--- src/design/assert_macros.svh ---
// assertion macros used by the top-level design file
`ifndef ASSERT_MACROS_SVH
`define ASSERT_MACROS_SVH

`ifndef ASSERT_OFF

// property must hold at every rising clock edge out of reset
`define ASSERT_ALWAYS(name, clk, rst_n, prop) \
	name: assert property (@(posedge clk) disable iff (!rst_n) (prop)) \
		else $error("assertion failed");

// condition must never be seen at a clock edge out of reset
`define ASSERT_NEVER(name, clk, rst_n, cond) \
	name: assert property (@(posedge clk) disable iff (!rst_n) !(cond)) \
		else $error("forbidden condition seen");

`else

`define ASSERT_ALWAYS(name, clk, rst_n, prop)
`define ASSERT_NEVER(name, clk, rst_n, cond)

`endif

`endif

--- src/design/bmmd_pkg.sv ---
package bmmd_pkg;

	localparam int VALUE_WIDTH = 32;
	localparam int INDEX_WIDTH = 32;
	localparam int FILL_WIDTH  = 25;

	localparam logic [FILL_WIDTH-1:0] BUCKET_SIZE_RESET = FILL_WIDTH'(4);

	// first, low, high, latest
	localparam int NPTS   = 4;
	localparam int SLOT_W = $clog2(NPTS);

	localparam int Q_PTR_W     = 2;
	localparam int QUEUE_DEPTH = 1 << Q_PTR_W;

	// one closed bucket, fields in first/low/high/latest order
	typedef struct packed {
		logic [NPTS-1:0][INDEX_WIDTH-1:0] ix;
		logic [NPTS-1:0][VALUE_WIDTH-1:0] vx;
		logic                             rf;
	} rec_t;

endpackage

--- src/design/bucket_min_max_decimator.sv ---
// Min/max bucket decimator: one curve sample enters per cycle whenever the bucket record
// queue (4 entries) has room. A bucket that closes on an item writes one record into the
// queue; the back end ranks the record's indices, sorts and drops duplicate indices, then
// sends its 1 to 4 points at one point per cycle while the output is not stalled.
// A closed bucket's record moves from the queue through the rank stage and the sorted
// stage into the output register. Input stalls only when four closed buckets wait.
`include "assert_macros.svh"

module bucket_min_max_decimator import bmmd_pkg::*; (
	input  logic                               clk,
	input  logic                               arst_n,
	input  logic                               cfg_wr_en,
	input  logic [FILL_WIDTH-1:0]              cfg_wr_data,   // bucket_size
	input  logic                               s_axis_tvalid,
	output logic                               s_axis_tready,
	input  logic [VALUE_WIDTH-1:0]             s_axis_tdata,  // sample_value
	input  logic                               s_axis_tuser,  // sample_valid
	input  logic                               s_axis_tlast,  // end_of_curve
	output logic                               m_axis_tvalid,
	input  logic                               m_axis_tready,
	output logic [INDEX_WIDTH+VALUE_WIDTH-1:0] m_axis_tdata,  // point_index, point_value
	output logic                               m_axis_tuser,  // run_first
	output logic                               m_axis_tlast   // last
);

	logic q_push, q_full, q_pop, q_valid;
	rec_t push_rec, head_rec;
	logic mid_point_taken;

	bmmd_front u_front (
		.clk           (clk),
		.arst_n        (arst_n),
		.cfg_wr_en     (cfg_wr_en),
		.cfg_wr_data   (cfg_wr_data),
		.s_axis_tvalid (s_axis_tvalid),
		.s_axis_tready (s_axis_tready),
		.s_axis_tdata  (s_axis_tdata),
		.s_axis_tuser  (s_axis_tuser),
		.s_axis_tlast  (s_axis_tlast),
		.q_full        (q_full),
		.push          (q_push),
		.push_rec      (push_rec)
	);

	bmmd_queue u_queue (
		.clk        (clk),
		.arst_n     (arst_n),
		.push       (q_push),
		.push_rec   (push_rec),
		.full       (q_full),
		.pop        (q_pop),
		.head_valid (q_valid),
		.head_rec   (head_rec)
	);

	bmmd_back u_back (
		.clk           (clk),
		.arst_n        (arst_n),
		.head_valid    (q_valid),
		.head_rec      (head_rec),
		.pop           (q_pop),
		.m_axis_tvalid (m_axis_tvalid),
		.m_axis_tready (m_axis_tready),
		.m_axis_tdata  (m_axis_tdata),
		.m_axis_tuser  (m_axis_tuser),
		.m_axis_tlast  (m_axis_tlast)
	);

	// a point taken that is not the last of its bucket
	assign mid_point_taken = m_axis_tvalid && m_axis_tready && !m_axis_tlast;

	// record queue must never be written full or read empty
	`ASSERT_NEVER(a_queue_overflow, clk, arst_n, q_push && q_full)
	`ASSERT_NEVER(a_queue_underflow, clk, arst_n, q_pop && !q_valid)
	// a run start mark only ever sits on the first point of a bucket
	`ASSERT_ALWAYS(a_run_first_pos, clk, arst_n, mid_point_taken |=> !(m_axis_tvalid && m_axis_tuser))

endmodule

--- src/design/bmmd_front.sv ---
module bmmd_front import bmmd_pkg::*; (
	input  logic                   clk,
	input  logic                   arst_n,
	input  logic                   cfg_wr_en,
	input  logic [FILL_WIDTH-1:0]  cfg_wr_data,
	input  logic                   s_axis_tvalid,
	output logic                   s_axis_tready,
	input  logic [VALUE_WIDTH-1:0] s_axis_tdata,
	input  logic                   s_axis_tuser,
	input  logic                   s_axis_tlast,
	input  logic                   q_full,
	output logic                   push,
	output rec_t                   push_rec
);

	logic [FILL_WIDTH-1:0]  bucket_size_q;
	logic [INDEX_WIDTH-1:0] counter_q;
	logic                   in_run_q;
	logic                   pending_q;
	logic [FILL_WIDTH-1:0]  fill_q;
	logic [INDEX_WIDTH-1:0] first_ix_q, low_ix_q, high_ix_q, latest_ix_q;
	logic [VALUE_WIDTH-1:0] first_v_q, low_v_q, high_v_q, latest_v_q;

	logic [INDEX_WIDTH-1:0] first_ix_n, low_ix_n, high_ix_n, latest_ix_n;
	logic [VALUE_WIDTH-1:0] first_v_n, low_v_n, high_v_n, latest_v_n;
	logic [FILL_WIDTH-1:0]  fill0, fill1, fill_n;
	logic                   pend0, pend_n, in_run_n, close, rf;
	logic [INDEX_WIDTH-1:0] counter_n;
	logic                   accept;

	assign s_axis_tready = !q_full;
	assign accept        = s_axis_tvalid && !q_full;

	always_comb begin
		first_ix_n  = first_ix_q;
		low_ix_n    = low_ix_q;
		high_ix_n   = high_ix_q;
		latest_ix_n = latest_ix_q;
		first_v_n   = first_v_q;
		low_v_n     = low_v_q;
		high_v_n    = high_v_q;
		latest_v_n  = latest_v_q;
		fill0       = in_run_q ? fill_q : '0;
		pend0       = in_run_q ? pending_q : 1'b1;
		fill1       = fill0;
		close       = 1'b0;
		rf          = pending_q;
		pend_n      = pending_q;
		in_run_n    = 1'b0;
		fill_n      = '0;
		if (s_axis_tuser) begin
			if (fill0 == '0) begin
				first_ix_n  = counter_q;
				low_ix_n    = counter_q;
				high_ix_n   = counter_q;
				latest_ix_n = counter_q;
				first_v_n   = s_axis_tdata;
				low_v_n     = s_axis_tdata;
				high_v_n    = s_axis_tdata;
				latest_v_n  = s_axis_tdata;
				fill1       = FILL_WIDTH'(1);
			end else begin
				// strict improvement only, earliest extreme wins a tie
				if ($signed(s_axis_tdata) < $signed(low_v_q)) begin
					low_v_n  = s_axis_tdata;
					low_ix_n = counter_q;
				end
				if ($signed(s_axis_tdata) > $signed(high_v_q)) begin
					high_v_n  = s_axis_tdata;
					high_ix_n = counter_q;
				end
				latest_ix_n = counter_q;
				latest_v_n  = s_axis_tdata;
				fill1       = fill0 + FILL_WIDTH'(1);
			end
			close    = (fill1 >= bucket_size_q) || s_axis_tlast;
			rf       = pend0;
			pend_n   = s_axis_tlast ? 1'b1 : (close ? 1'b0 : pend0);
			in_run_n = !s_axis_tlast;
			fill_n   = close ? '0 : fill1;
		end else begin
			close  = in_run_q && (fill_q != '0);
			rf     = pending_q;
			pend_n = in_run_q ? 1'b1 : pending_q;
		end
		counter_n = s_axis_tlast ? '0 : counter_q + INDEX_WIDTH'(1);
	end

	assign push        = accept && close;
	assign push_rec.ix = {latest_ix_n, high_ix_n, low_ix_n, first_ix_n};
	assign push_rec.vx = {latest_v_n, high_v_n, low_v_n, first_v_n};
	assign push_rec.rf = rf;

	always_ff @(posedge clk or negedge arst_n) begin
		if (!arst_n) begin
			bucket_size_q <= BUCKET_SIZE_RESET;
			counter_q     <= '0;
			in_run_q      <= 1'b0;
			pending_q     <= 1'b1;
			fill_q        <= '0;
			first_ix_q    <= '0;
			low_ix_q      <= '0;
			high_ix_q     <= '0;
			latest_ix_q   <= '0;
			first_v_q     <= '0;
			low_v_q       <= '0;
			high_v_q      <= '0;
			latest_v_q    <= '0;
		end else begin
			if (cfg_wr_en) begin
				bucket_size_q <= cfg_wr_data;
			end
			if (accept) begin
				counter_q   <= counter_n;
				in_run_q    <= in_run_n;
				pending_q   <= pend_n;
				fill_q      <= fill_n;
				first_ix_q  <= first_ix_n;
				low_ix_q    <= low_ix_n;
				high_ix_q   <= high_ix_n;
				latest_ix_q <= latest_ix_n;
				first_v_q   <= first_v_n;
				low_v_q     <= low_v_n;
				high_v_q    <= high_v_n;
				latest_v_q  <= latest_v_n;
			end
		end
	end

endmodule

--- src/design/bmmd_queue.sv ---
module bmmd_queue import bmmd_pkg::*; (
	input  logic clk,
	input  logic arst_n,
	input  logic push,
	input  rec_t push_rec,
	output logic full,
	input  logic pop,
	output logic head_valid,
	output rec_t head_rec
);

	rec_t               mem_q [QUEUE_DEPTH];
	logic [Q_PTR_W-1:0] wr_ptr_q, rd_ptr_q;
	logic [Q_PTR_W:0]   count_q;

	assign full       = (count_q == (Q_PTR_W+1)'(QUEUE_DEPTH));
	assign head_valid = (count_q != '0);
	assign head_rec   = mem_q[rd_ptr_q];

	always_ff @(posedge clk) begin
		if (push) begin
			mem_q[wr_ptr_q] <= push_rec;
		end
	end

	always_ff @(posedge clk or negedge arst_n) begin
		if (!arst_n) begin
			wr_ptr_q <= '0;
			rd_ptr_q <= '0;
			count_q  <= '0;
		end else begin
			if (push) begin
				wr_ptr_q <= wr_ptr_q + Q_PTR_W'(1);
			end
			if (pop) begin
				rd_ptr_q <= rd_ptr_q + Q_PTR_W'(1);
			end
			unique case ({push, pop})
				2'b10:   count_q <= count_q + (Q_PTR_W+1)'(1);
				2'b01:   count_q <= count_q - (Q_PTR_W+1)'(1);
				default: count_q <= count_q;
			endcase
		end
	end

endmodule

--- src/design/bmmd_back.sv ---
module bmmd_back import bmmd_pkg::*; (
	input  logic                                 clk,
	input  logic                                 arst_n,
	input  logic                                 head_valid,
	input  rec_t                                 head_rec,
	output logic                                 pop,
	output logic                                 m_axis_tvalid,
	input  logic                                 m_axis_tready,
	output logic [INDEX_WIDTH+VALUE_WIDTH-1:0]   m_axis_tdata,
	output logic                                 m_axis_tuser,
	output logic                                 m_axis_tlast
);

	// rank stage
	rec_t                        rec_s1;
	logic [NPTS-1:0][SLOT_W-1:0] rank_s1;
	logic                        valid_s1_q;
	// sorted stage, mask holds the points still to send
	logic [NPTS-1:0][INDEX_WIDTH-1:0] idx_s2;
	logic [NPTS-1:0][VALUE_WIDTH-1:0] val_s2;
	logic [NPTS-1:0]                  mask_s2_q;
	logic                             rf_s2;
	// output register
	logic                             out_valid_q;
	logic [INDEX_WIDTH+VALUE_WIDTH-1:0] out_data_q;
	logic                             out_rf_q, out_last_q;

	logic [NPTS-1:0][SLOT_W-1:0]      rank_n;
	logic [NPTS-1:0][INDEX_WIDTH-1:0] sidx_n;
	logic [NPTS-1:0][VALUE_WIDTH-1:0] sval_n;
	logic [NPTS-1:0]                  keep_n;
	logic [SLOT_W-1:0]                sel;
	logic [NPTS-1:0]                  remain;
	logic out_load, emit, final_pt, s2_free, s1_adv, s1_free;

	// stable rank: ties keep first, low, high, latest order
	always_comb begin
		for (int i = 0; i < NPTS; i++) begin
			rank_n[i] = '0;
			for (int j = 0; j < NPTS; j++) begin
				if (j < i) begin
					rank_n[i] = rank_n[i] +
						{{(SLOT_W-1){1'b0}}, head_rec.ix[j] <= head_rec.ix[i]};
				end else if (j > i) begin
					rank_n[i] = rank_n[i] +
						{{(SLOT_W-1){1'b0}}, head_rec.ix[j] < head_rec.ix[i]};
				end
			end
		end
	end

	always_comb begin
		for (int p = 0; p < NPTS; p++) begin
			sidx_n[p] = '0;
			sval_n[p] = '0;
			for (int i = 0; i < NPTS; i++) begin
				if (rank_s1[i] == SLOT_W'(p)) begin
					sidx_n[p] = sidx_n[p] | rec_s1.ix[i];
					sval_n[p] = sval_n[p] | rec_s1.vx[i];
				end
			end
		end
		keep_n[0] = 1'b1;
		for (int p = 1; p < NPTS; p++) begin
			keep_n[p] = (sidx_n[p] != sidx_n[p-1]);
		end
	end

	// lowest pending slot goes out next
	always_comb begin
		sel = '0;
		for (int p = NPTS-1; p >= 0; p--) begin
			if (mask_s2_q[p]) begin
				sel = SLOT_W'(p);
			end
		end
		remain = mask_s2_q & ~(NPTS'(1) << sel);
	end

	assign out_load = !out_valid_q || m_axis_tready;
	assign emit     = (mask_s2_q != '0) && out_load;
	assign final_pt = (remain == '0);
	assign s2_free  = (mask_s2_q == '0) || (emit && final_pt);
	assign s1_adv   = valid_s1_q && s2_free;
	assign s1_free  = !valid_s1_q || s1_adv;
	assign pop      = head_valid && s1_free;

	always_ff @(posedge clk) begin
		if (pop) begin
			rec_s1  <= head_rec;
			rank_s1 <= rank_n;
		end
		if (s1_adv) begin
			idx_s2 <= sidx_n;
			val_s2 <= sval_n;
			rf_s2  <= rec_s1.rf;
		end
		if (emit) begin
			out_data_q <= {val_s2[sel], idx_s2[sel]};
			out_rf_q   <= rf_s2 && (sel == '0);
			out_last_q <= final_pt;
		end
	end

	always_ff @(posedge clk or negedge arst_n) begin
		if (!arst_n) begin
			valid_s1_q  <= 1'b0;
			mask_s2_q   <= '0;
			out_valid_q <= 1'b0;
		end else begin
			if (s1_free) begin
				valid_s1_q <= head_valid;
			end
			if (s1_adv) begin
				mask_s2_q <= keep_n;
			end else if (emit) begin
				mask_s2_q <= remain;
			end
			if (out_load) begin
				out_valid_q <= emit;
			end
		end
	end

	assign m_axis_tvalid = out_valid_q;
	assign m_axis_tdata  = out_data_q;
	assign m_axis_tuser  = out_rf_q;
	assign m_axis_tlast  = out_last_q;

endmodule

--- config.mk ---
export PLATFORM = sky130hd
export DESIGN_NAME = bucket_min_max_decimator
export DESIGN_NICKNAME = d
export VERILOG_FILES = /design/src/design/bmmd_pkg.sv /design/src/design/bucket_min_max_decimator.sv /design/src/design/bmmd_front.sv /design/src/design/bmmd_queue.sv /design/src/design/bmmd_back.sv
export VERILOG_INCLUDE_DIRS = /design/src /design/src/design
export SDC_FILE = /design/constraint.sdc
export NUM_CORES = 2
export LEC_CHECK = 0
export CORE_ASPECT_RATIO = 0.75
export CORE_MARGIN = 10
export CORE_UTILIZATION = 62
export DETAILED_ROUTE_END_ITERATION = 8
export DONT_BUFFER_PORTS = 1
export GPL_ROUTABILITY_DRIVEN = 0
export PLACE_DENSITY_LB_ADDON = 0.1
export REMOVE_ABC_BUFFERS = 1
export SLEW_MARGIN = 20
export SYNTH_ARGS = -nofsm -noshare
export SYNTH_HDL_FRONTEND = slang
export SYNTH_SLANG_ARGS = --single-unit
--- constraint.sdc ---
create_clock -name clk -period 18.1 [get_ports clk]
set_clock_uncertainty 0.05 [all_clocks]
set_input_delay 1.81 -clock clk [delete_from_list [all_inputs] [get_ports clk]]
set_output_delay 1.81 -clock clk [all_outputs]
set_load 0.02 [all_outputs]
==> results.md <==
- Post-synth top flop: edfxtp_1
- Total Neg Setup Slack: 0 ns
- Final core area utilization: between 60% and 70%
- Maximum capacitance violations: 0
- Number of flops mapped to enable cells by yosys: between 1500 and 2000
- Average routed wire per standard cell: 31.3 µm
- Crit path to: u_queue.mem_q[1][239]$_DFFE_PP_
- Detailed-route DRC error count: 0
- Total length of routed wires: between 200 and 300 mm
- Final count of pins violating max slew: 0
- Data required, critical path: ~19 ns
- Dpl hpwl: 153 mm
- R2r endpoint: u_queue.mem_q[1][239]$_DFFE_PP_
- Path category of the worst min-delay check: flop to flop
- Startpoint of the worst-slack reg-to-reg timing path: u_front.in_run_q$_DFFE_PN0P_
- Number of DRC markers after the initial detailed-route iteration: around 8400
- Core ar.: 143000 µm²
- Category of the worst setup path capture point: flop
- Synthesized area per cell: between 10 and 15 µm²
- Congestion Overflow GR: 0
- First-pass GRT wire length: 366 mm
- Element type at the critical path start: flop
- Status: completed
- Total Die Area: 161000 µm²
- Number of setup violations in the final report: 0
- R2R depth: 18
- Clock root buffer: clkbuf_16
- Share of post-route cells with drive strength above 1: between 15 and 20%
- Multi-input gate area: between 30000 and 40000 µm²
- Leakage power figure: between 0.03 and 0.04 µW
- Critical path type: flop to flop
- Synth area leaders: edfxtp_1 54%, dfrtp_1 9.8%, mux4_2 8.0%
- Via count of the routed design: 56100
- Share of the cycle needed by the critical path after routing: about two fifths
- Number of antenna violations at the first check in global routing: 9
- Unrepaired setup endpoints after global routing: false
- Count of endpoints failing hold in the final timing report: 0
- Count of buffers inserted at the top-level ports: 0
- TritonCTS clock tree: yes
- Setup slack at placement: approximately 11 ns
- FF+latch area: approximately 57000 µm²
- Number of buffers inserted during clock tree synthesis: roughly 180
- Area grow syn2layout: 8.84%
- Proportion of register bits with asynchronous set or reset after synthesis: 17.9%
- Summed instance area of the synthesized netlist: 90000 µm²
- Antenna Nets Post-Route: 0
- Number of buffers inserted by post-CTS setup repair: 0
- Pin count of the biggest net entering global routing: around 350
- Flops & latches, synth: 1969
- Source-to-sink clock delay at the later pin of the worst-skew pair: roughly 0.84 ns
- Detailed-routing iteration count for the pre-antenna-repair pass: 8
- Worst setup margin: ~11 ns
- Tightest slew margin relative to the limit: 15.8%
- Max rail drop VDD: about 0.16 mV
- Via count of the first global-routing pass: ~54000
- Post-synth top area cell: edfxtp_1
- Clock transition at the registers of the reported paths: 0.07 ns
- Clock sinks: 1969
- Total power per unit cell area: slightly below 200 nW/µm²
- Routed via count divided by cell count: roughly 7
- Final critical delay including setup and external delays: between 7 and 8 ns
- Total power consumption of the routed design: ~19000 µW
- Overall Global Routing Usage: a little under a third
- Worst Tran Pin Value: around 1.3 ns
- Area share of the leading cell type in the synthesized netlist: between 50 and 60%
- Bufs on Longest Clock Path: 3
- Data arrival time of the worst path: between 7 and 8 ns
- Number of top-level pins: approximately 130
- Synthesis Warnings: 0
- Synth cell types: 78
- Post-Syn Instances: ~6100
- Die Span X: 460 µm
- Site row count: 120
- Number of H-tree levels: 4
- # hold bufs at CTS: 0
- Vertical die dimension: ~350 µm
- Highest fanout seen on the critical path: between 100 and 150
- Worst setup path startpoint: u_front.in_run_q$_DFFE_PN0P_
- Nets@finish: approximately 6300
- Register area share after synthesis: roughly 64%
- Maximum frequency from static timing analysis: roughly 140 MHz
- Register-to-register setup slack: between 10 and 15 ns
- Number of filler cells placed in the layout: between 9000 and 10000
- Initial Util: 62.7%
- CTS resizes: 0
==> worst min-delay path by stage <==
stage | endpoint | slack [ns] | start | cells past startpoint
5_1_grt | u_back.rf_s2$_DFFE_PP_ | 0.40 | u_back.rec_s1[0]$_DFFE_PP_ | 0
2_1_floorplan | u_back.rf_s2$_DFFE_PP_ | 0.35 | u_back.rec_s1[0]$_DFFE_PP_ | 0
6_report | u_back.rf_s2$_DFFE_PP_ | 0.38 | u_back.rec_s1[0]$_DFFE_PP_ | 0
4_1_cts | u_back.rf_s2$_DFFE_PP_ | 0.38 | u_back.rec_s1[0]$_DFFE_PP_ | 0
3_3_place_gp | u_back.rf_s2$_DFFE_PP_ | 0.36 | u_back.rec_s1[0]$_DFFE_PP_ | 0
3_5_place_dp | u_back.rf_s2$_DFFE_PP_ | 0.37 | u_back.rec_s1[0]$_DFFE_PP_ | 0
==> cell usage in the layout, fill, tap and decap left out, types with 26 or more instances in the layout <==
master and count:
edfxtp_1 1616, nand2_1 514, dfrtp_1 349, mux4_2 321, ha_1 288, inv_1 286, a22oi_1 286, mux2_2 259
nand3_1 222, nand3b_1 188, clkbuf_16 186, o21ai_0 175, nand4_1 167, xor2_1 103, buf_4 91, nor2_1 90
a21oi_1 85, o211ai_1 68, nor3b_1 66, mux2_1 65, a21o_1 63, o2111ai_1 60, clkbuf_1 48, xnor2_1 41
or4b_2 33, clkbuf_8 30, clkinv_2 30, nor4_1 29, a22o_1 26
==> report_power, final <==
| part | switching [µW] | total, µW | internal (µW) |
|---|---|---|---|
| Combinational | 4830 | 7450 | 2620 |
| Sequential | 897 | 7640 | 6750 |
| Clock | 1690 | 3910 | 2220 |
| Total | 7420 | 19000 | 11600 |
==> per-layer routing <==
metal | up-vias | global-route usage [%] | share of wire [%]
met5 | - | 0 | 0.0092
met4 | 4 | 10.0 | 3.0
met2 | 3526 | 43.7 | 43
li1 | 23400 | - | -
met1 | 28700 | 46.4 | 42
met3 | 524 | 8.01 | 12
==> cell usage after synthesis, drive strengths merged (66+ instances only) <==
cell type     n
o21ai       181
inv         286
clkbuf      271
nand2       518
nand3b      188
xor2        103
mux4        321
ha          288
a21oi        88
edfxtp     1616
dfrtp       351
nand3       223
mux2        324
nand4       169
o211ai       68
buf         124
a22oi       286
nor3b        66
nor2        100
==> stage by stage <==
stage | hold slack [ns] | cells | area (µm²)
6_report | 0.376 | 8010 | 97900
5_1_grt | 0.400 | 8007 | 97900
4_1_cts | 0.379 | 8006 | 97900
3_5_place_dp | 0.371 | 7666 | 91800
3_3_place_gp | 0.358 | 7666 | 91800
2_1_floorplan | 0.350 | 5678 | 88400
==> logic make-up (layout without fill, tap and decap cells) <==
logic type / after synthesis / after routing / share of synthesized area (%)
AOI/OAI and AO/OA: 859 / 859 / 6.71
other: 0 / 3 / 0
xor gates and xnor gates: 144 / 144 / 1.40
adders and majority gates: 294 / 294 / 4.13
muxes: 645 / 645 / 12.1
and+or+nand+nor: 1480 / 1480 / 8.94
DFF: 1969 / 1969 / 63.8
buffers and inverters: 682 / 725 / 2.97
==> critical path, cell delays in order (launching register included) <==
cell,delay (ns)
dfrtp_1,0.82
nand2_1,0.16
inv_1,0.11
ha_1,0.19
nand3_1,0.16
nor4_1,0.88
nand3_1,0.19
xor2_1,0.18
nor2_1,0.08
ha_1,0.32
nand4_1,0.16
nor4_1,0.36
a221oi_1,0.15
nand2_1,0.09
o211a_1,0.29
o41ai_4,0.20
nor2_4,0.78
buf_12,0.67
buf_4,0.87
==> registers in the layout (all words and copies together), names as in the netlist, 3 cells and up <==
name	cells
u_queue.mem_q	1028
u_front.first_v_q	32
u_front.latest_ix_q	32
u_queue.count_q	3
u_front.low_v_q	32
u_front.counter_q	32
u_back.rank_s1	8
u_back.idx_s2	128
u_back.val_s2	128
u_back.m_axis_tdata	64
u_back.rec_s1	257
u_front.high_v_q	32
u_front.fill_q	25
u_front.bucket_size_q	25
u_front.high_ix_q	32
u_front.latest_v_q	32
u_front.low_ix_q	32
u_front.first_ix_q	32
u_back.mask_s2_q	4
==> layout make-up <==
class                   count  share of cell area (%)
flip-flops and latches   1969                    58.6
inverters                 287                    1.10
diodes                      3                 0.00767
multi-input cells        3422                    30.9
repair buffers             98                   0.848
clock buffers             264                    5.36
clock inverters            76                   0.824
well taps                1891                    2.42
(Power assumes the default switching activity.)
